File: src/hw/rtl/ocr_pkg.sv
// Shared types, codes and constants of the overcurrent trip block.
// No dependencies; every other file of the block imports this package.
package ocr_pkg;

   // Fixed field widths
   localparam int SAMPLE_W = 12;
   localparam int LEVEL_W  = 12;
   localparam int COUNT_W  = 8;
   localparam int SUM_W    = 18;
   localparam int TAKEN_W  = 6;
   localparam int CSR_W    = 12;

   // Window size range and default
   localparam int SPW_DEFAULT = 50;
   localparam int SPW_MAX     = 63;

   // Reciprocal scaling for the window division (exact for all sums of SUM_W bits)
   localparam int RECIP_SHIFT = SUM_W + TAKEN_W;
   localparam int RECIP_W     = RECIP_SHIFT + 1;

   // Register reset values
   localparam logic [LEVEL_W-1:0] TRIP_LEVEL_RESET      = 12'd3584;
   localparam logic [COUNT_W-1:0] RECOVERY_CHECKS_RESET = 8'd40;

   // Configuration register indexes
   localparam logic REG_TRIP_LEVEL      = 1'b0;
   localparam logic REG_RECOVERY_CHECKS = 1'b1;

   // Stream widths
   localparam int REQ_DATA_W = 16;
   localparam int REQ_USER_W = 2;
   localparam int RSP_BITS   = 17;
   localparam int RSP_DATA_W = 24;

   typedef enum logic [1:0] {
      OP_SAMPLE    = 2'd0,
      OP_POWER_ON  = 2'd1,
      OP_POWER_OFF = 2'd2
   } op_type;

   typedef enum logic [1:0] {
      EV_NONE  = 2'd0,
      EV_TRIP  = 2'd1,
      EV_RETRY = 2'd2
   } event_type;

   // Input item as held in the input register
   typedef struct packed {
      op_type              operation;
      logic [SAMPLE_W-1:0] sample;
   } req_type;

   // Result item; the last member sits in the lowest bit of tdata
   typedef struct packed {
      event_type          event_res;
      logic [LEVEL_W-1:0] last_average;
      logic               window_done;
      logic               faulted;
      logic               power_enabled;
   } rsp_type;

endpackage

File: src/hw/rtl/ocr_req_reg.sv
// Input register of the overcurrent trip block: captures one item per cycle
// while it is empty or its item moves on. Depends on ocr_pkg.
module ocr_req_reg
   import ocr_pkg::*;
(
   input  logic                  clock,
   input  logic                  reset,
   input  logic                  req_tvalid,
   output logic                  req_tready,
   input  logic [REQ_DATA_W-1:0] req_tdata,
   input  logic [REQ_USER_W-1:0] req_tuser,
   input  logic                  advance,
   output logic                  in_valid,
   output req_type               in_item
);

   logic    valid_ff, valid_in;
   req_type item_ff, item_in;

   // The register takes a new item when empty or when its item moves on
   assign req_tready = !valid_ff || advance;

   always_comb begin
      valid_in = valid_ff;
      item_in  = item_ff;
      if (req_tvalid && req_tready) begin
         valid_in          = 1'b1;
         item_in.operation = op_type'(req_tuser[1:0]);
         item_in.sample    = req_tdata[SAMPLE_W-1:0];
      end else if (advance) begin
         valid_in = 1'b0;
      end
   end

   always_ff @(posedge clock) begin
      if (reset) begin
         valid_ff <= 1'b0;
      end else begin
         valid_ff <= valid_in;
      end
      item_ff <= item_in;
   end

   assign in_valid = valid_ff;
   assign in_item  = item_ff;

endmodule

File: src/hw/rtl/ocr_core.sv
// Protection state and per-item logic: window averaging, trip check and retry countdown.
// Also holds the configuration registers. Depends on ocr_pkg.
module ocr_core
   import ocr_pkg::*;
#(
   parameter int SAMPLES_PER_WINDOW = SPW_DEFAULT
)
(
   input  logic             clock,
   input  logic             reset,
   input  logic             csr_we,
   input  logic             csr_index,
   input  logic [CSR_W-1:0] csr_wdata,
   input  logic             advance,
   input  req_type          in_item,
   output rsp_type          result
);

   // Window size clamped to the counter range
   localparam int WIN = (SAMPLES_PER_WINDOW < 1) ? 1 :
                        ((SAMPLES_PER_WINDOW > SPW_MAX) ? SPW_MAX : SAMPLES_PER_WINDOW);
   localparam logic [TAKEN_W:0]   WIN_CMP = (TAKEN_W+1)'(WIN);
   localparam logic [RECIP_W-1:0] RECIP   =
      RECIP_W'(((64'd1 << RECIP_SHIFT) + 64'(WIN) - 64'd1) / 64'(WIN));

   logic [LEVEL_W-1:0] trip_level_ff;
   logic [COUNT_W-1:0] recovery_checks_ff;

   logic               enable_ff, enable_in;
   logic               fault_ff, fault_in;
   logic [SUM_W-1:0]   sum_ff, sum_in;
   logic [TAKEN_W-1:0] taken_ff, taken_in;
   logic [COUNT_W-1:0] left_ff, left_in;
   logic [LEVEL_W-1:0] avg_ff, avg_in;

   logic [SUM_W-1:0]           sum_add;
   logic [TAKEN_W-1:0]         taken_inc;
   logic [SUM_W+RECIP_W-1:0]   product;
   logic [LEVEL_W-1:0]         avg_new;
   logic                       done;
   event_type                  ev;

   // Configuration registers
   always_ff @(posedge clock) begin
      if (reset) begin
         trip_level_ff      <= TRIP_LEVEL_RESET;
         recovery_checks_ff <= RECOVERY_CHECKS_RESET;
      end else if (csr_we) begin
         case (csr_index)
            REG_TRIP_LEVEL:      trip_level_ff      <= csr_wdata[LEVEL_W-1:0];
            REG_RECOVERY_CHECKS: recovery_checks_ff <= csr_wdata[COUNT_W-1:0];
            default:             trip_level_ff      <= trip_level_ff;
         endcase
      end
   end

   // Accumulate and divide the window sum by multiplying with its reciprocal
   assign sum_add   = sum_ff + in_item.sample;
   assign taken_inc = taken_ff + 1'b1;
   assign product   = sum_add * RECIP;
   assign avg_new   = product[RECIP_SHIFT +: LEVEL_W];

   // Next state and event for the item in the input register
   always_comb begin
      enable_in = enable_ff;
      fault_in  = fault_ff;
      sum_in    = sum_ff;
      taken_in  = taken_ff;
      left_in   = left_ff;
      avg_in    = avg_ff;
      done      = 1'b0;
      ev        = EV_NONE;
      case (in_item.operation)
         OP_SAMPLE: begin
            sum_in   = sum_add;
            taken_in = taken_inc;
            if ({1'b0, taken_inc} >= WIN_CMP) begin
               avg_in   = avg_new;
               sum_in   = '0;
               taken_in = '0;
               done     = 1'b1;
               if (avg_new >= trip_level_ff) begin
                  // High average: trip if powered, else reload a pending countdown
                  if (enable_ff) begin
                     enable_in = 1'b0;
                     fault_in  = 1'b1;
                     left_in   = recovery_checks_ff;
                     ev        = EV_TRIP;
                  end else if (fault_ff) begin
                     left_in = recovery_checks_ff;
                  end
               end else if (fault_ff) begin
                  // Low average while faulted: count down, re-enable at the end
                  if (left_ff <= COUNT_W'(1)) begin
                     left_in   = '0;
                     enable_in = 1'b1;
                     fault_in  = 1'b0;
                     ev        = EV_RETRY;
                  end else begin
                     left_in = left_ff - 1'b1;
                  end
               end
            end
         end
         OP_POWER_ON: begin
            enable_in = 1'b1;
         end
         OP_POWER_OFF: begin
            enable_in = 1'b0;
            fault_in  = 1'b0;
            left_in   = '0;
         end
         default: begin
            enable_in = enable_ff;
         end
      endcase
   end

   // State registers advance with each item
   always_ff @(posedge clock) begin
      if (reset) begin
         enable_ff <= 1'b0;
         fault_ff  <= 1'b0;
         sum_ff    <= '0;
         taken_ff  <= '0;
         left_ff   <= '0;
         avg_ff    <= '0;
      end else if (advance) begin
         enable_ff <= enable_in;
         fault_ff  <= fault_in;
         sum_ff    <= sum_in;
         taken_ff  <= taken_in;
         left_ff   <= left_in;
         avg_ff    <= avg_in;
      end
   end

   // Result of this item
   always_comb begin
      result.power_enabled = enable_in;
      result.faulted       = fault_in;
      result.window_done   = done;
      result.last_average  = avg_in;
      result.event_res     = ev;
   end

endmodule

File: src/hw/rtl/ocr_rsp_reg.sv
// Result register of the overcurrent trip block, decoupling the result side.
// Depends on ocr_pkg.
module ocr_rsp_reg
   import ocr_pkg::*;
(
   input  logic                  clock,
   input  logic                  reset,
   input  logic                  load,
   input  rsp_type               result,
   output logic                  free,
   output logic                  rsp_tvalid,
   input  logic                  rsp_tready,
   output logic [RSP_DATA_W-1:0] rsp_tdata
);

   logic    valid_ff, valid_in;
   rsp_type data_ff, data_in;

   // Room for a new result when empty or when the held one is taken now
   assign free = !valid_ff || rsp_tready;

   always_comb begin
      valid_in = valid_ff;
      data_in  = data_ff;
      if (load) begin
         valid_in = 1'b1;
         data_in  = result;
      end else if (rsp_tready) begin
         valid_in = 1'b0;
      end
   end

   always_ff @(posedge clock) begin
      if (reset) begin
         valid_ff <= 1'b0;
      end else begin
         valid_ff <= valid_in;
      end
      data_ff <= data_in;
   end

   assign rsp_tvalid = valid_ff;
   assign rsp_tdata  = {(RSP_DATA_W-RSP_BITS)'(0), data_ff};

endmodule

File: src/hw/rtl/overcurrent_trip_with_auto_retry.sv
// Overcurrent trip with automatic retry. One item per cycle sustained throughput.
// An item taken sits in the input register; the single pass of averaging and
// checks is combinational, and its result loads into the result register, from
// which it is offered. A held result stalls input.
// Synchronous active-high reset: power off, no fault, empty window, config at
// reset values (trip level 3584, recovery checks 40). Depends on ocr_pkg.
module overcurrent_trip_with_auto_retry
   import ocr_pkg::*;
#(
   parameter int SAMPLES_PER_WINDOW = SPW_DEFAULT
)
(
   input  logic                  clock,
   input  logic                  reset,
   // Configuration write port
   input  logic                  csr_we,
   input  logic                  csr_index,
   input  logic [CSR_W-1:0]      csr_wdata,
   // Input items
   input  logic                  req_tvalid,
   output logic                  req_tready,
   input  logic [REQ_DATA_W-1:0] req_tdata,  // [11:0] sample, [15:12] ignored
   input  logic [REQ_USER_W-1:0] req_tuser,  // [1:0] operation
   // Result items
   output logic                  rsp_tvalid,
   input  logic                  rsp_tready,
   // [0] power_enabled, [1] faulted, [2] window_done, [14:3] last_average,
   // [16:15] event_res, [23:17] zero
   output logic [RSP_DATA_W-1:0] rsp_tdata
);

   logic    in_valid;
   req_type in_item;
   logic    rsp_free;
   logic    advance;
   rsp_type result;

   // An item moves through the core when the result register can take it
   assign advance = in_valid && rsp_free;

   ocr_req_reg u_req (
      .clock      (clock),
      .reset      (reset),
      .req_tvalid (req_tvalid),
      .req_tready (req_tready),
      .req_tdata  (req_tdata),
      .req_tuser  (req_tuser),
      .advance    (advance),
      .in_valid   (in_valid),
      .in_item    (in_item)
   );

   ocr_core #(
      .SAMPLES_PER_WINDOW (SAMPLES_PER_WINDOW)
   ) u_core (
      .clock     (clock),
      .reset     (reset),
      .csr_we    (csr_we),
      .csr_index (csr_index),
      .csr_wdata (csr_wdata),
      .advance   (advance),
      .in_item   (in_item),
      .result    (result)
   );

   ocr_rsp_reg u_rsp (
      .clock      (clock),
      .reset      (reset),
      .load       (advance),
      .result     (result),
      .free       (rsp_free),
      .rsp_tvalid (rsp_tvalid),
      .rsp_tready (rsp_tready),
      .rsp_tdata  (rsp_tdata)
   );

endmodule

File: config.mk
export PLATFORM = sky130hd
export DESIGN_NAME = overcurrent_trip_with_auto_retry
export DESIGN_NICKNAME = d
export VERILOG_FILES = /design/src/hw/rtl/ocr_pkg.sv /design/src/hw/rtl/ocr_req_reg.sv /design/src/hw/rtl/ocr_core.sv /design/src/hw/rtl/ocr_rsp_reg.sv /design/src/hw/rtl/overcurrent_trip_with_auto_retry.sv
export SDC_FILE = /design/constraint.sdc
export NUM_CORES = 1
export LEC_CHECK = 0
export BUFFER_PORTS_ARGS = -buffer_cell sky130_fd_sc_hd__clkbuf_2
export CORE_UTILIZATION = 50
export DETAILED_ROUTE_END_ITERATION = 6
export MAX_ROUTING_LAYER = met4
export PLACE_DENSITY = 0.67
export SETUP_SLACK_MARGIN = 0.2
export SLEW_MARGIN = 15
export SYNTH_ARGS = -nofsm -noshare
export SYNTH_HDL_FRONTEND = slang
export SYNTH_SLANG_ARGS = --single-unit
export TNS_END_PERCENT = 10
File: constraint.sdc
create_clock -name clock -period 28 [get_ports clock]
set_clock_uncertainty 0.2 [all_clocks]
set_input_delay 2.8 -clock clock [delete_from_list [all_inputs] [get_ports clock]]
set_output_delay 2.8 -clock clock [all_outputs]
set_load 0.02 [all_outputs]
======== Word level (Yosys, flattened, before mapping) ========
Cells that the tools add are included.
word-level totals
  flip-flop bits (word level) ............. 99
  output and inout port bits .............. 26
  input bits .............................. 36
cells by class
  $add $sub $neg .......................... 3
  bitwise gates (word level) .............. 1
  equality and inequality tests ........... 5
  reduce and logical (&&, ||, !) cells .... 15
  $lt $le $gt $ge ......................... 3
  multipliers ............................. 1
  muxes and demuxes ....................... 31
operators by type and width
  operator                count
  $mux 8                  6
  $mul 18x19->36 const B  1
  $mux 12                 2
  $add 18x12->18          1
  $mux 18                 1
  $pmux 8 s2              1
  $mux 1                  15
  $ge 12x12->1            1
  $le 8x1->1 const B      1
  $reduce_and 2->1        4
  $sub 8x1->8 const B     1
  $add 6x1->6 const B     1
  $ge 6x6->1 const B      1
  $mux 2                  3
  $mux 6                  1
  $ne 3x1->1 const B      2
  $reduce_bool 2->1       3
  $reduce_and 5->1        1
  $pmux 1 s3              1
  $eq 2x1->1 const B      1
  $eq 2x2->1 const B      1
  $logic_and 1x1->1       2
  $logic_not 1->1         2
  $logic_not 2->1         1
  other kinds (4)         5

======== Logic depth before layout (Yosys ltp) ========
Gate-level depths: netlist (run 1).
  depth after elaboration ................. 6
  depth in mapped cells ................... 42

======== Modules after synthesis ========
Synthesis (run 1) repeated with hierarchy kept, for this count alone.
unflattened totals
  cells, all modules ...................... 1205
  area, all modules ....................... 11039.3 um2
by module, submodules not included
  module                            times used  cells an instance  area each (um2)
  ocr_core                          1           1156               9944.5
  ocr_rsp_reg                       1           29                 613.1
  ocr_req_reg                       1           19                 475.5
  overcurrent_trip_with_auto_retry  1           1                  6.3

======== Worst setup path before layout (run 1) ========
OpenSTA, ideal clock, no wires.
  kind .................................... reg-to-reg
  start point ............................. register u_req.item_ff (netlist bit u_req.in_item[0])
  end point ............................... register u_core.left_ff[7]
  buffers on the path ..................... 1
  library setup time ...................... 130 ps
  setup slack ............................. 18396 ps
  data arrival time ....................... 9274 ps
  cell stages (with the launch flop) ...... 40
  path through ............................ edfxtp_1 > ha_1 > fa_1 > a21o_1 > a21oi_1 > o21ai_1 > a311oi_1 > nor2_1 > and2_1 > xor2_1 > nor2_1 > or2_1 > ha_1 > inv_1 > fa_1 > inv_1 > fa_1 > fa_1 > [... 4 more ...] > ha_1 > a21oi_2 > o21ai_1 > a311o_1 > a221o_1 > o21a_2 > nor2_1 > xnor2_1 > ha_1 > and2_1 > o21ai_0 > o21ai_1 > o41ai_2 > nand2_1 > a21oi_1 > or3_1 > buf_2 > o32ai_1
between the ends
  longest elaborated chain between the ends .. 6
ends and longest elaborated chain
  item                    RTL line           text
  from (decl)             ocr_req_reg.sv:18  req_type item_ff, item_in;
  from (signal assigned)  ocr_req_reg.sv:41  item_ff <= item_in;
  $add 18x12->18 (*)      ocr_core.sv:58     assign sum_add = sum_ff + in_item.sample;
  $mul 18x19->36 (*)      ocr_core.sv:60     assign product = sum_add * RECIP;
  $ge 12x12->1 (*)        ocr_core.sv:82     if (avg_new >= trip_level_ff) begin
  $mux 8                  ocr_core.sv:82
  $mux 8                  ocr_core.sv:77     if ({1'b0, taken_inc} >= WIN_CMP) begin
  $pmux 8 s2              ocr_core.sv:73     case (in_item.operation)
  to (signal assigned)    ocr_core.sv:133    left_ff <= left_in;
  to (decl)               ocr_core.sv:33     logic [COUNT_W-1:0] left_ff, left_in;
Every way passes the cells marked *; elsewhere a longest branch is shown, timed or not. The select of a mux whose other input is x is not followed.
A chain may end at the register's enable or synchronous reset.

======== Final worst setup path (run 1) ========
  start point ............................. register u_req.item_ff (netlist bit u_req.in_item[0])
  end point ............................... register u_core.left_ff[5]
The elaborated chain is that of the path after synthesis.

==> summary.md, run 1 <==
| Metric | Value |
|---|---|
| Clock root buffer | `clkbuf_16` |
| Largest family of logic cells by synthesized area | `adder cells` |
| Routability congestion estimate from global placement | `0.870` |
| Vias per cell | `between 5 and 6` |
| Hold_ws | `0.255 ns` |
| PD cells | `~100 nW/µm²` |
| Max-slew headroom | `28.4%` |
| Sw Pwr | `0.000555 W` |
| Hold depth | `2` |
| Sequential share of power | `13.7%` |
| Clock sink count | `99` |
| Clk slew on worst S/H paths | `~0.07 ns` |
| First-pass GRT wire length | `37.5 mm` |
| Crit Reg-Reg Startpoint | `u_req.in_item[0]$_DFFE_PP_` |
| Inst Count DP | `1470` |
| Fmax | `88.0 MHz` |
| CP Max Fanout | `18` |
| Sequential area share after synthesis | `a little over a fifth` |
| Per-cell routed wire length | `14.7 µm` |
| Final Hold Violating Endpoints | `0` |
| Static Leak | `5.71 nW` |
| Final ANT Viol Nets | `0` |
| Comb pwr share | `75.1%` |
| Syn Area/Cell | `9.27 µm²` |
| Synth Area in XOR/XNOR | `under 10%` |
| P&R area growth vs syn | `7.94%` |
| FFs w/ async S/R, synth | `0%` |
| Max VDD drop | `0.104 mV` |
| Yosys warns | `0` |
| Share of cells above drive strength 1 | `8.26%` |
| Largest stage delay, worst path | `around 0.63 ns` |
| Area share of fa/ha/maj cells after synthesis | `42.0%` |
| Post-cts hold buffer count | `0` |
| Synth unique cells | `72` |
| Status | `finished, final reports clean` |
| Mux contribution to synthesized area | `less than 1%` |
| Worst Setup SP | `u_req.in_item[0]$_DFFE_PP_` |
| Initial Util | `51.1%` |
| Post-route setup slack | `16.64 ns` |
| Max-slew violation count | `0` |
| Number of fill cells in the layout | `1912` |
| Hold Crit Endpoint | `u_core.trip_level_ff[3]$_SDFFE_PP0P_` |
| 1st-pass router iterations | `4` |
| EDFF count, synth | `31` |
| Slew @ Worst Pin | `between 1 and 1.5 ns` |
| Simple-gate area share of the yosys netlist | `roughly 11%` |
| Antenna cells | `0` |
| Post-Place Setup Slack | `16.65 ns` |
| Clock network power share | `11.2%` |
| TritonCTS buffer count | `9` |
| Net Sw Frac | `roughly half` |
| Mapped cell area | `between 10000 and 15000 µm²` |
| Main flop type after synthesis | `dfxtp_1` |
| Postcts setup bufs | `0` |
| Setup TNS | `0 ns` |
| Core area | `between 20000 and 25000 µm²` |
| PortBufs | `50` |
| Row count | `53` |
| Max-cap violations | `0` |
| Period utilisation layout | `40.6%` |
| Detailed Route WL | `21.9 mm` |
| Reg2reg path depth | `39` |
| Worst r2r dst | `u_core.left_ff[5]$_SDFFE_PP0P_` |
| Arrival time at the worst endpoint | `11.41 ns` |
| Initial DRC count | `250` |
| Critical Path RT | `roughly 28 ns` |
| Cell-internal power | `0.000572 W` |
| Gr usage total | `22.3%` |
| RSZ-0062 raised after global routing | `no` |
| Global route overflow | `0` |
| Setup violators final | `0` |
| Later-pin clock latency in the skew report | `0.35 ns` |
| Die Y | `approximately 150 µm` |
| Fin nets | `1533` |
| Via Count | `7637` |
| CP Launch Type | `flop` |
| Post-Layout Cell Count | `1486` |
| Largest net degree at the start of global routing | `75` |
| CP Capture Type | `flop` |
| Vias in the first global route | `7625` |
| # IOs | `just over 60` |
| Most used cell, CP | `fa_1` |
| Hold crit path type | `reg -> reg` |
| Complex-gate fraction of the synthesized area | `between 10% and 20%` |
| Kind of critical path | `reg -> reg` |
| Final min period | `between 10 and 15 ns` |
| Post-CTS sizing | `0` |
| Post-Syn Instances | `between 1k and 1.5k` |
| Worst Hold Launch | `u_core.trip_level_ff[3]$_SDFFE_PP0P_` |
| Initial antenna violation count | `0` |
| Reg2Reg Setup Slack | `roughly 17 ns` |
| CTS tree | `yes` |
| H-tree depth | `3` |
| Seq cells post-synth | `99` |
| Most frequent cells in the layout | `inv_1, ha_1, fa_1, nand2_1, a21oi_1` |
| Final core utilization | `55.2%` |
| Post-DP HPWL | `18.3 mm` |
| Clock Path Buffers | `2` |
| Die area | `22100 µm²` |
| Slowest library cell on the worst path | `xor2_1` |
| Die X | `149 µm` |
| Leading cell type in the layout, fill and taps excluded | `inv_1` |
| DRC Markers | `0` |
flip-flops by register name, summed over array words and instances, names as in the netlist, 6 cells and up:
register and flops:
u_core.avg_ff 12, u_core.recovery_checks_ff 8, u_req.in_item 14, u_rsp.rsp_tdata 17
u_core.trip_level_ff 12, u_core.sum_ff 18, u_core.left_ff 8, u_core.taken_ff 6
layout make-up:
type / instances / area, µm² / area share (%)
clock buffers: 13 / 283 / 2.44
clock inverters: 3 / 26.3 / 0.226
inverters: 246 / 923 / 7.96
multi-input cells: 791 / 7420 / 63.9
flip-flops and latches: 99 / 2290 / 19.8
well taps: 275 / 344 / 2.97
repair buffers: 59 / 318 / 2.74
cells by family after synthesis:
kind of cell             count (synthesis)
XOR/XNOR                                39
AND/OR/NAND/NOR                        255
AO/OA/AOI/OAI                          195
other                                    1
adder cells (fa/ha/maj)                291
flip-flops                              99
buffers and inverters                  276
multiplexers                             4
cell usage after synthesis (2+ instances only):
master | number | share of area (%)
nand2b_1 | 9 | 0.52
a21oi_1 | 77 | 3.6
nand3_1 | 12 | 0.56
and2_1 | 9 | 0.52
a21o_2 | 2 | 0.16
nor3b_1 | 2 | 0.14
edfxtp_1 | 31 | 8.7
nor4_1 | 5 | 0.29
a21o_1 | 14 | 0.98
and4_1 | 2 | 0.16
xnor2_1 | 23 | 1.9
a211o_1 | 5 | 0.41
o21bai_1 | 3 | 0.21
a22oi_1 | 6 | 0.42
dfxtp_1 | 68 | 13
a211oi_2 | 4 | 0.47
inv_1 | 244 | 8.5
buf_4 | 7 | 0.49
o32ai_1 | 6 | 0.49
or4_1 | 3 | 0.21
clkbuf_1 | 19 | 0.66
buf_2 | 3 | 0.14
xor2_1 | 15 | 1.2
nand4_1 | 7 | 0.41
o211ai_1 | 2 | 0.14
ha_1 | 174 | 20
a31oi_1 | 5 | 0.29
nor2b_1 | 8 | 0.47
a21oi_2 | 5 | 0.41
o21a_1 | 4 | 0.28
fa_1 | 117 | 22
nor2_1 | 57 | 2.0
a211oi_1 | 3 | 0.21
or2_1 | 2 | 0.12
nor3_1 | 20 | 0.93
nand2_1 | 99 | 3.5
nand3b_1 | 9 | 0.63
o21ai_1 | 18 | 0.84
and3_1 | 4 | 0.23
o21ai_0 | 22 | 1.0
or3_1 | 2 | 0.12
mux2i_1 | 3 | 0.28
per-stage QoR:
step	instance area, µm²	total power [W]
floorplan	10800	0.000791
global placement	11300	0.000973
detailed placement	11300	0.000998
CTS	11600	0.00114
global route	11600	0.00126
finish	11600	0.00113
worst max path at each step:
stage                     slack, ns  cells past startpoint                             end
after floorplan               18.40                     39  u_core.left_ff[7]$_SDFFE_PP0P_
after global placement        16.71                     39  u_core.left_ff[4]$_SDFFE_PP0P_
after detailed placement      16.65                     39  u_core.left_ff[5]$_SDFFE_PP0P_
after CTS                     16.58                     39  u_core.left_ff[5]$_SDFFE_PP0P_
after global routing          16.01                     38  u_core.left_ff[5]$_SDFFE_PP0P_
final                         16.64                     39  u_core.left_ff[5]$_SDFFE_PP0P_
metal layers:
layer	share of wire, %	up-vias	wire length (µm)	GRT usage (%)
met4	1.3	0	291	5.00
met3	3.1	18	681	2.12
met5	0	-	0	-
li1	-	3876	-	-
met1	48	3637	10500	30.7
met2	48	106	10400	35.6
power groups by stage:
stage / sequential [W] / clock, W / combinational [W]
2_1_floorplan: 0.000159 / 0 / 0.000632
4_1_cts: 0.000155 / 0.000130 / 0.000851
5_1_grt: 0.000155 / 0.000135 / 0.000974
6_report: 0.000155 / 0.000126 / 0.000846
3_5_place_dp: 0.000158 / 0 / 0.000840
3_3_place_gp: 0.000158 / 0 / 0.000815
critical path: cells and delay by family (launching register included):
kind	cells	cell delay [ns]
adder cells (fa/ha/maj)	10	4.24
AND/OR/NAND/NOR	10	2.70
AO/OA/AOI/OAI	12	2.31
XOR/XNOR	2	1.05
flip-flops	1	0.37
buffers and inverters	5	0.36
(Power assumes the default switching activity.)
==> run 2, diff against run 1 <==
--- a/config.mk
+++ b/config.mk
@@ -9,7 +9,7 @@
 export CORE_UTILIZATION = 50
 export DETAILED_ROUTE_END_ITERATION = 6
 export MAX_ROUTING_LAYER = met4
-export PLACE_DENSITY = 0.67
+export PLACE_DENSITY = 0.7
 export SETUP_SLACK_MARGIN = 0.2
 export SLEW_MARGIN = 15
 export SYNTH_ARGS = -nofsm -noshare
==> constraint.sdc (replaced) <==
create_clock -name clock -period 10.35 [get_ports clock]
set_clock_uncertainty 0.2 [all_clocks]
set_input_delay 1.035 -clock clock [delete_from_list [all_inputs] [get_ports clock]]
set_output_delay 1.035 -clock clock [all_outputs]
set_load 0.02 [all_outputs]
==> run 2 against run 1 <==
  * Final cell count up 1.8%
  * Sequential share of layout area down 0.62 points
  * Design area up 3.2%
  * Worst setup slack worse by 16 ns
  * Critical endpoint is now u_core.left_ff[3]$_SDFFE_PP0P_
==> summary.md, run 2 (synthesis gave the netlist of run 1 again) <==
| Metric | Value |
|---|---|
| Die X | `149 µm (unchanged)` |
| Per-cell routed wire length | `15.0 µm (+2.3%)` |
| 1st-pass router iterations | `5 (+1)` |
| CTS tree | `yes` |
| Sequential share of power | `13.1% (-0.6 points)` |
| Final Hold Violating Endpoints | `0 (unchanged)` |
| CP Max Fanout | `6 (-12)` |
| Share of cells above drive strength 1 | `12.2% (+3.9 points)` |
| Initial DRC count | `336 (+34%)` |
| CP Capture Type | `flop` |
| Clock network power share | `10.3% (-0.9 points)` |
| Clock root buffer | `clkbuf_16` |
| Hold crit path type | `reg -> reg` |
| PD cells | `267 nW/µm² (+170%)` |
| Most frequent cells in the layout | `inv_1, ha_1, fa_1, nand2_1, a21oi_1` |
| Leading cell type in the layout, fill and taps excluded | `inv_1` |
| PortBufs | `50 (unchanged)` |
| Post-cts hold buffer count | `0 (unchanged)` |
| DRC Markers | `0 (unchanged)` |
| TritonCTS buffer count | `9 (unchanged)` |
| Cell-internal power | `0.00163 W (+190%)` |
| Reg2reg path depth | `36 (-7.7%)` |
| Max-slew headroom | `29.0% (+0.60 points)` |
| Clk slew on worst S/H paths | `0.07 ns (about the same)` |
| Top Family by Delay on Critical Path | `adder cells` |
| Setup TNS | `0 ns (unchanged)` |
| P&R area growth vs syn | `11.4%` |
| Kind of critical path | `reg -> reg` |
| Core area | `21000 µm² (unchanged)` |
| Largest stage delay, worst path | `0.61 ns (-0.02 ns)` |
| Vias per cell | `5.19 (+1.0%)` |
| Final ANT Viol Nets | `0 (unchanged)` |
| Die area | `22100 µm² (unchanged)` |
| Later-pin clock latency in the skew report | `0.35 ns (about the same)` |
| H-tree depth | `3 (unchanged)` |
| Gr usage total | `22.7% (+0.39 points)` |
| Initial Util | `51.1% (unchanged)` |
| Max-slew violation count | `0 (unchanged)` |
| First-pass GRT wire length | `38.1 mm (+1.5%)` |
| Period utilisation layout | `94.1% (+53 points)` |
| Max reg flops | `18 (unchanged)` |
| Sw Pwr | `0.00156 W (+180%)` |
| Hold_ws | `0.254 ns (-0.00117 ns)` |
| Comb pwr share | `76.6% (+1.5 points)` |
| Max-cap violations | `0 (unchanged)` |
| Detailed Route WL | `22.8 mm (+4.1%)` |
| Initial antenna violation count | `0 (unchanged)` |
| Vias in the first global route | `7823 (+2.6%)` |
| Critical Path RT | `10.43 ns (-17.62 ns)` |
| WP depth | `36 (-7.7%)` |
| Arrival time at the worst endpoint | `9.82 ns (-1.59 ns)` |
| Slew @ Worst Pin | `1.06 ns (-0.00615 ns)` |
| Clock Path Buffers | `2 (unchanged)` |
| Status | `finished, final reports clean` |
| Via Count | `7854 (+2.8%)` |
| Antenna cells | `0 (unchanged)` |
| Net Sw Frac | `48.8% (-0.49 points)` |
| Largest Register | `u_core.sum_ff` |
| Die Y | `149 µm (unchanged)` |
| Static Leak | `5.89 nW (+3.1%)` |
| # IOs | `62 (unchanged)` |
| Fin nets | `1560 (+1.8%)` |
| Fmax | `103 MHz (+17%)` |
| Hold depth | `2 (unchanged)` |
| Final min period | `9.74 ns (-1.62 ns)` |
| Global route overflow | `0 (unchanged)` |
| Largest net degree at the start of global routing | `75 (unchanged)` |
| RSZ-0062 raised after global routing | `no` |
| Routability congestion estimate from global placement | `0.906 (+4.1%)` |
| Clock sink count | `99 (unchanged)` |
| Most used cell, CP | `fa_1` |
| CP Launch Type | `flop` |
| Setup violators final | `0 (unchanged)` |
| Row count | `53 (unchanged)` |
| Crit path buf inv count | `6 (+1)` |
| Slowest library cell on the worst path | `fa_1` |
| Max VDD drop | `0.259 mV (+150%)` |
| Post-DP HPWL | `18.8 mm (+2.4%)` |
==> run 2: cell types whose count changed in the layout (fill, tap and decap cells not counted), moves of 3 or more <==
cell / change
xnor2_1: -5
a21oi_2: +3
buf_4: +24
a21oi_1: -4
xnor2_2: +5
xor2_1: -3
ha_1: -3
==> run 2: worst paths after layout <==
kind	to	startpoint	slack [ns]
worst max register to register	u_core.left_ff[3]$_SDFFE_PP0P_	u_req.in_item[0]$_DFFE_PP_	0.61
worst min-delay path	u_core.trip_level_ff[3]$_SDFFE_PP0P_	u_core.trip_level_ff[3]$_SDFFE_PP0P_	0.25
worst max-delay path	u_core.left_ff[3]$_SDFFE_PP0P_	u_req.in_item[0]$_DFFE_PP_	0.61
worst min register to register	u_core.trip_level_ff[3]$_SDFFE_PP0P_	u_core.trip_level_ff[3]$_SDFFE_PP0P_	0.25
==> run 2: what timing repair did <==
action | CTS | global route
gates cloned | 0 | 0
resized for setup | 2 | 29
pin swaps | 3 | 16
setup endpoints to repair | 8 | 14
buffers inserted | 1 | 6
==> run 2: layout make-up <==
cell class              count  area, µm²
clock inverters             3       20.0
multi-input cells         791       7580
fillers                  1844       9040
well taps                 275        344
repair buffers             86        541
flip-flops and latches     99       2290
inverters                 246        923
clock buffers              13        272
==> run 2: routing by layer <==
layer | vias to the layer above | track usage, % | routed length (µm)
met2 | 141 | 36.4 | 11000
met4 | 0 | 6.13 | 371
li1 | 3937 | - | -
met1 | 3752 | 30.4 | 10400
met5 | - | - | 0
met3 | 24 | 2.70 | 966
==> run 2: stage by stage <==
stage	cells	total power (W)	setup WS, ns	cell area [µm²]	util (%)
global route	1513	0.00357	0.198	12000	57.0
floorplan	1166	0.00214	0.746	10800	-
global placement	1490	0.00266	0.257	11400	54.4
finish	1513	0.00319	0.614	12000	57.0
detailed placement	1490	0.00272	0.118	11400	54.4
CTS	1507	0.00308	0.232	11800	55.9
==> run 2: worst min-delay path, delay by kind of cell (launching register included) <==
family          cells  cell delay (ns)
compound gates      1             0.05
flops               1             0.31
simple gates        1             0.05
==> run 2: power groups by stage <==
stage               sequential [W]  combinational [W]  clock [W]
CTS                       0.000419            0.00232   0.000336
floorplan                 0.000431            0.00171          0
finish                    0.000419            0.00245   0.000328
global route              0.000420            0.00280   0.000350
global placement          0.000427            0.00223          0
detailed placement        0.000427            0.00230          0
==> run 3, diff against run 2 <==
--- a/config.mk
+++ b/config.mk
@@ -6,6 +6,7 @@
 export NUM_CORES = 1
 export LEC_CHECK = 0
 export BUFFER_PORTS_ARGS = -buffer_cell sky130_fd_sc_hd__clkbuf_2
+export CORE_MARGIN = 1.5
 export CORE_UTILIZATION = 50
 export DETAILED_ROUTE_END_ITERATION = 6
 export MAX_ROUTING_LAYER = met4
==> run 3 against run 2 <==
  * Design area decreased by 0.70%
  * Critical path depth stayed put
  * Flip-flop and latch count stayed put
  * Die area grew 1.3%
  * Sequential share of layout area increased by 0.13 points
  * Highest routed layer unchanged
  * Worst setup slack worse by 0.061 ns
  * Sequential power about the same
  * Routed wire length increased by 1.2%
  * Count of clock-buffer cells in the layout is 4 lower
  * Worst hold slack improved by 0.0014 ns
  * Clock power is essentially flat
  * Register-to-register slack got worse by 0.06 ns
==> summary.md, run 3 (synthesis gave the netlist of run 1 again) <==
| Metric | Value |
|---|---|
| TritonCTS buffer count | `9 (unchanged)` |
| Final min period | `9.80 ns (+0.0606 ns)` |
| H-tree depth | `3 (unchanged)` |
| CP Capture Type | `flop` |
| PortBufs | `50 (unchanged)` |
| Kind of critical path | `reg -> reg` |
| Clock root buffer | `clkbuf_16` |
| Largest Register | `u_core.sum_ff` |
| Max-slew violation count | `0 (unchanged)` |
| Slew @ Worst Pin | `1.06 ns (+0.00238 ns)` |
| Post-DP HPWL | `19.2 mm (+2.1%)` |
| Initial antenna violation count | `0 (unchanged)` |
| Final Hold Violating Endpoints | `0 (unchanged)` |
| Max reg flops | `18 (unchanged)` |
| Vias in the first global route | `7929 (+1.4%)` |
| DRC Markers | `0 (unchanged)` |
| Status | `finished, final reports clean` |
| Period utilisation layout | `94.7% (+0.59 points)` |
| Later-pin clock latency in the skew report | `0.35 ns (about the same)` |
| # IOs | `62 (unchanged)` |
| Hold_ws | `0.255 ns (+0.00137 ns)` |
| Largest stage delay, worst path | `0.58 ns (-0.03 ns)` |
| Highest layer used for signal routing | `met4` |
| Routability congestion estimate from global placement | `0.876 (-3.3%)` |
| Detailed Route WL | `23.0 mm (+1.2%)` |
| CTS tree | `yes` |
| Slowest library cell on the worst path | `fa_1` |
| Per-cell routed wire length | `15.3 µm (+1.4%)` |
| Row count | `53 (unchanged)` |
| Critical Path RT | `10.43 ns (about the same)` |
| WL met2 | `11.0 mm (-0.35%)` |
| Fin nets | `1556 (-0.26%)` |
| Setup violators final | `0 (unchanged)` |
| P&R area growth vs syn | `10.6%` |
| PD cells | `270 nW/µm² (+1.2%)` |
| First-pass GRT wire length | `38.1 mm (+0.13%)` |
| Setup TNS | `0 ns (unchanged)` |
| Arrival time at the worst endpoint | `9.87 ns (+0.05 ns)` |
| Core area | `21100 µm² (+0.32%)` |
| Antenna cells | `0 (unchanged)` |
| Via Count | `7877 (+0.29%)` |
| Global route overflow | `0 (unchanged)` |
| Most used cell, CP | `fa_1` |
| Largest net degree at the start of global routing | `75 (unchanged)` |
| Gr usage total | `22.4% (-0.34 points)` |
| Die X | `150 µm (+0.67%)` |
| Met1 WL | `10.7 mm (+2.5%)` |
| Final ANT Viol Nets | `0 (unchanged)` |
| CP Max Fanout | `7 (+1)` |
| CP Launch Type | `flop` |
| Fmax | `102 MHz (-0.62%)` |
| RSZ-0062 raised after global routing | `no` |
| Initial Util | `51.0% (-0.16 points)` |
| Share of cells above drive strength 1 | `11.4% (-0.77 points)` |
| Max VDD drop | `0.233 mV (-10%)` |
| Leading cell type in the layout, fill and taps excluded | `inv_1` |
| Static Leak | `5.83 nW (-0.97%)` |
| Die Y | `150 µm (+0.67%)` |
| Vias per cell | `5.22 (+0.56%)` |
| Die area | `22400 µm² (+1.3%)` |
| Max-slew headroom | `28.9% (-0.16 points)` |
| Max-cap violations | `0 (unchanged)` |
| Routed length on met3 | `1.12 mm (+16%)` |
| Hold crit path type | `reg -> reg` |
| 1st-pass router iterations | `5 (unchanged)` |
| Clock sink count | `99 (unchanged)` |
| Clk slew on worst S/H paths | `0.08 ns (about the same)` |
| Initial DRC count | `407 (+21%)` |
| Clock Path Buffers | `2 (unchanged)` |
| Most frequent cells in the layout | `inv_1, ha_1, fa_1, nand2_1, a21oi_1` |
## run 3: cell types whose count changed in the layout (fill, tap and decap cells not counted), moves of 2 or more
cell      before  now
xnor2_2        6    2
ha_4           2    4
buf_4         33   30
xnor2_1       18   22
o21ai_0       22   20
inv_8          0    2
o21ai_1       16   18
buf_6          2    0
a21oi_2        8    6
clkbuf_1       2    0
a21oi_1       73   75
## run 3: path summary, 6_finish.rpt
kind / startpoint / end / slack [ns] / depth (start not counted)
worst max-delay path: u_req.in_item[0]$_DFFE_PP_ / u_core.left_ff[3]$_SDFFE_PP0P_ / 0.55 / 36
worst max register to register: u_req.in_item[0]$_DFFE_PP_ / u_core.left_ff[3]$_SDFFE_PP0P_ / 0.55 / 36
worst min-delay path: u_core.trip_level_ff[8]$_SDFFE_PP0P_ / u_core.trip_level_ff[8]$_SDFFE_PP0P_ / 0.26 / 2
worst min register to register: u_core.trip_level_ff[8]$_SDFFE_PP0P_ / u_core.trip_level_ff[8]$_SDFFE_PP0P_ / 0.26 / 2
## run 3: cell type report
cell class                      instances  area, µm²
Clock buffer                            9        225
Fill cell                            1945       9200
Timing Repair Buffer                   82        510
Inverter                              246        923
Clock inverter                          7       67.6
Multi-Input combinational cell        791       7530
Tap cell                              275        344
Sequential cell                        99       2290
## run 3: power breakdown
group	leakage, nW	internal [W]	switching (W)	total (W)
Combinational	4.84	0.00102	0.00144	0.00246
Sequential	0.838	0.000412	0.00000675	0.000419
Clock	0.147	0.000170	0.000161	0.000331
## run 3: repair_timing
action | in CTS | in global routing
pin swaps | 0 | 17
endpoints found under the setup margin | 8 | 14
buffers inserted | 0 | 7
resized for setup | 1 | 22
cloned | 0 | 0
hold buffers | 0 | 0
## run 3: per-layer routing
| metal | vias up | track usage, % |
|---|---|---|
| met5 | - | - |
| met4 | 0 | 4.60 |
| met3 | 25 | 3.08 |
| met2 | 160 | 36.3 |
| met1 | 3773 | 30.0 |
| li1 | 3919 | - |
## run 3: through the flow
stage	worst slack [ns]	total power [W]	cells	util (%)	instance area, µm²
3_3_place_gp	0.292	0.00267	1486	54.1	11400
4_1_cts	0.103	0.00311	1502	55.5	11700
3_5_place_dp	0.156	0.00276	1486	54.1	11400
5_1_grt	0.139	0.00355	1509	56.4	11900
6_report	0.554	0.00321	1509	56.4	11900
2_1_floorplan	0.746	0.00214	1166	-	10800
## run 3: critical path: cells and delay by family, from the launching register on
family,cells,cell delay [ns]
adders and majority gates,10,4.29
AOI/OAI and AO/OA,12,2.55
and+or+nand+nor,5,1.04
buffers and inverters,6,0.72
muxes,1,0.11
DFF,1,0.43
xor gates and xnor gates,2,0.38
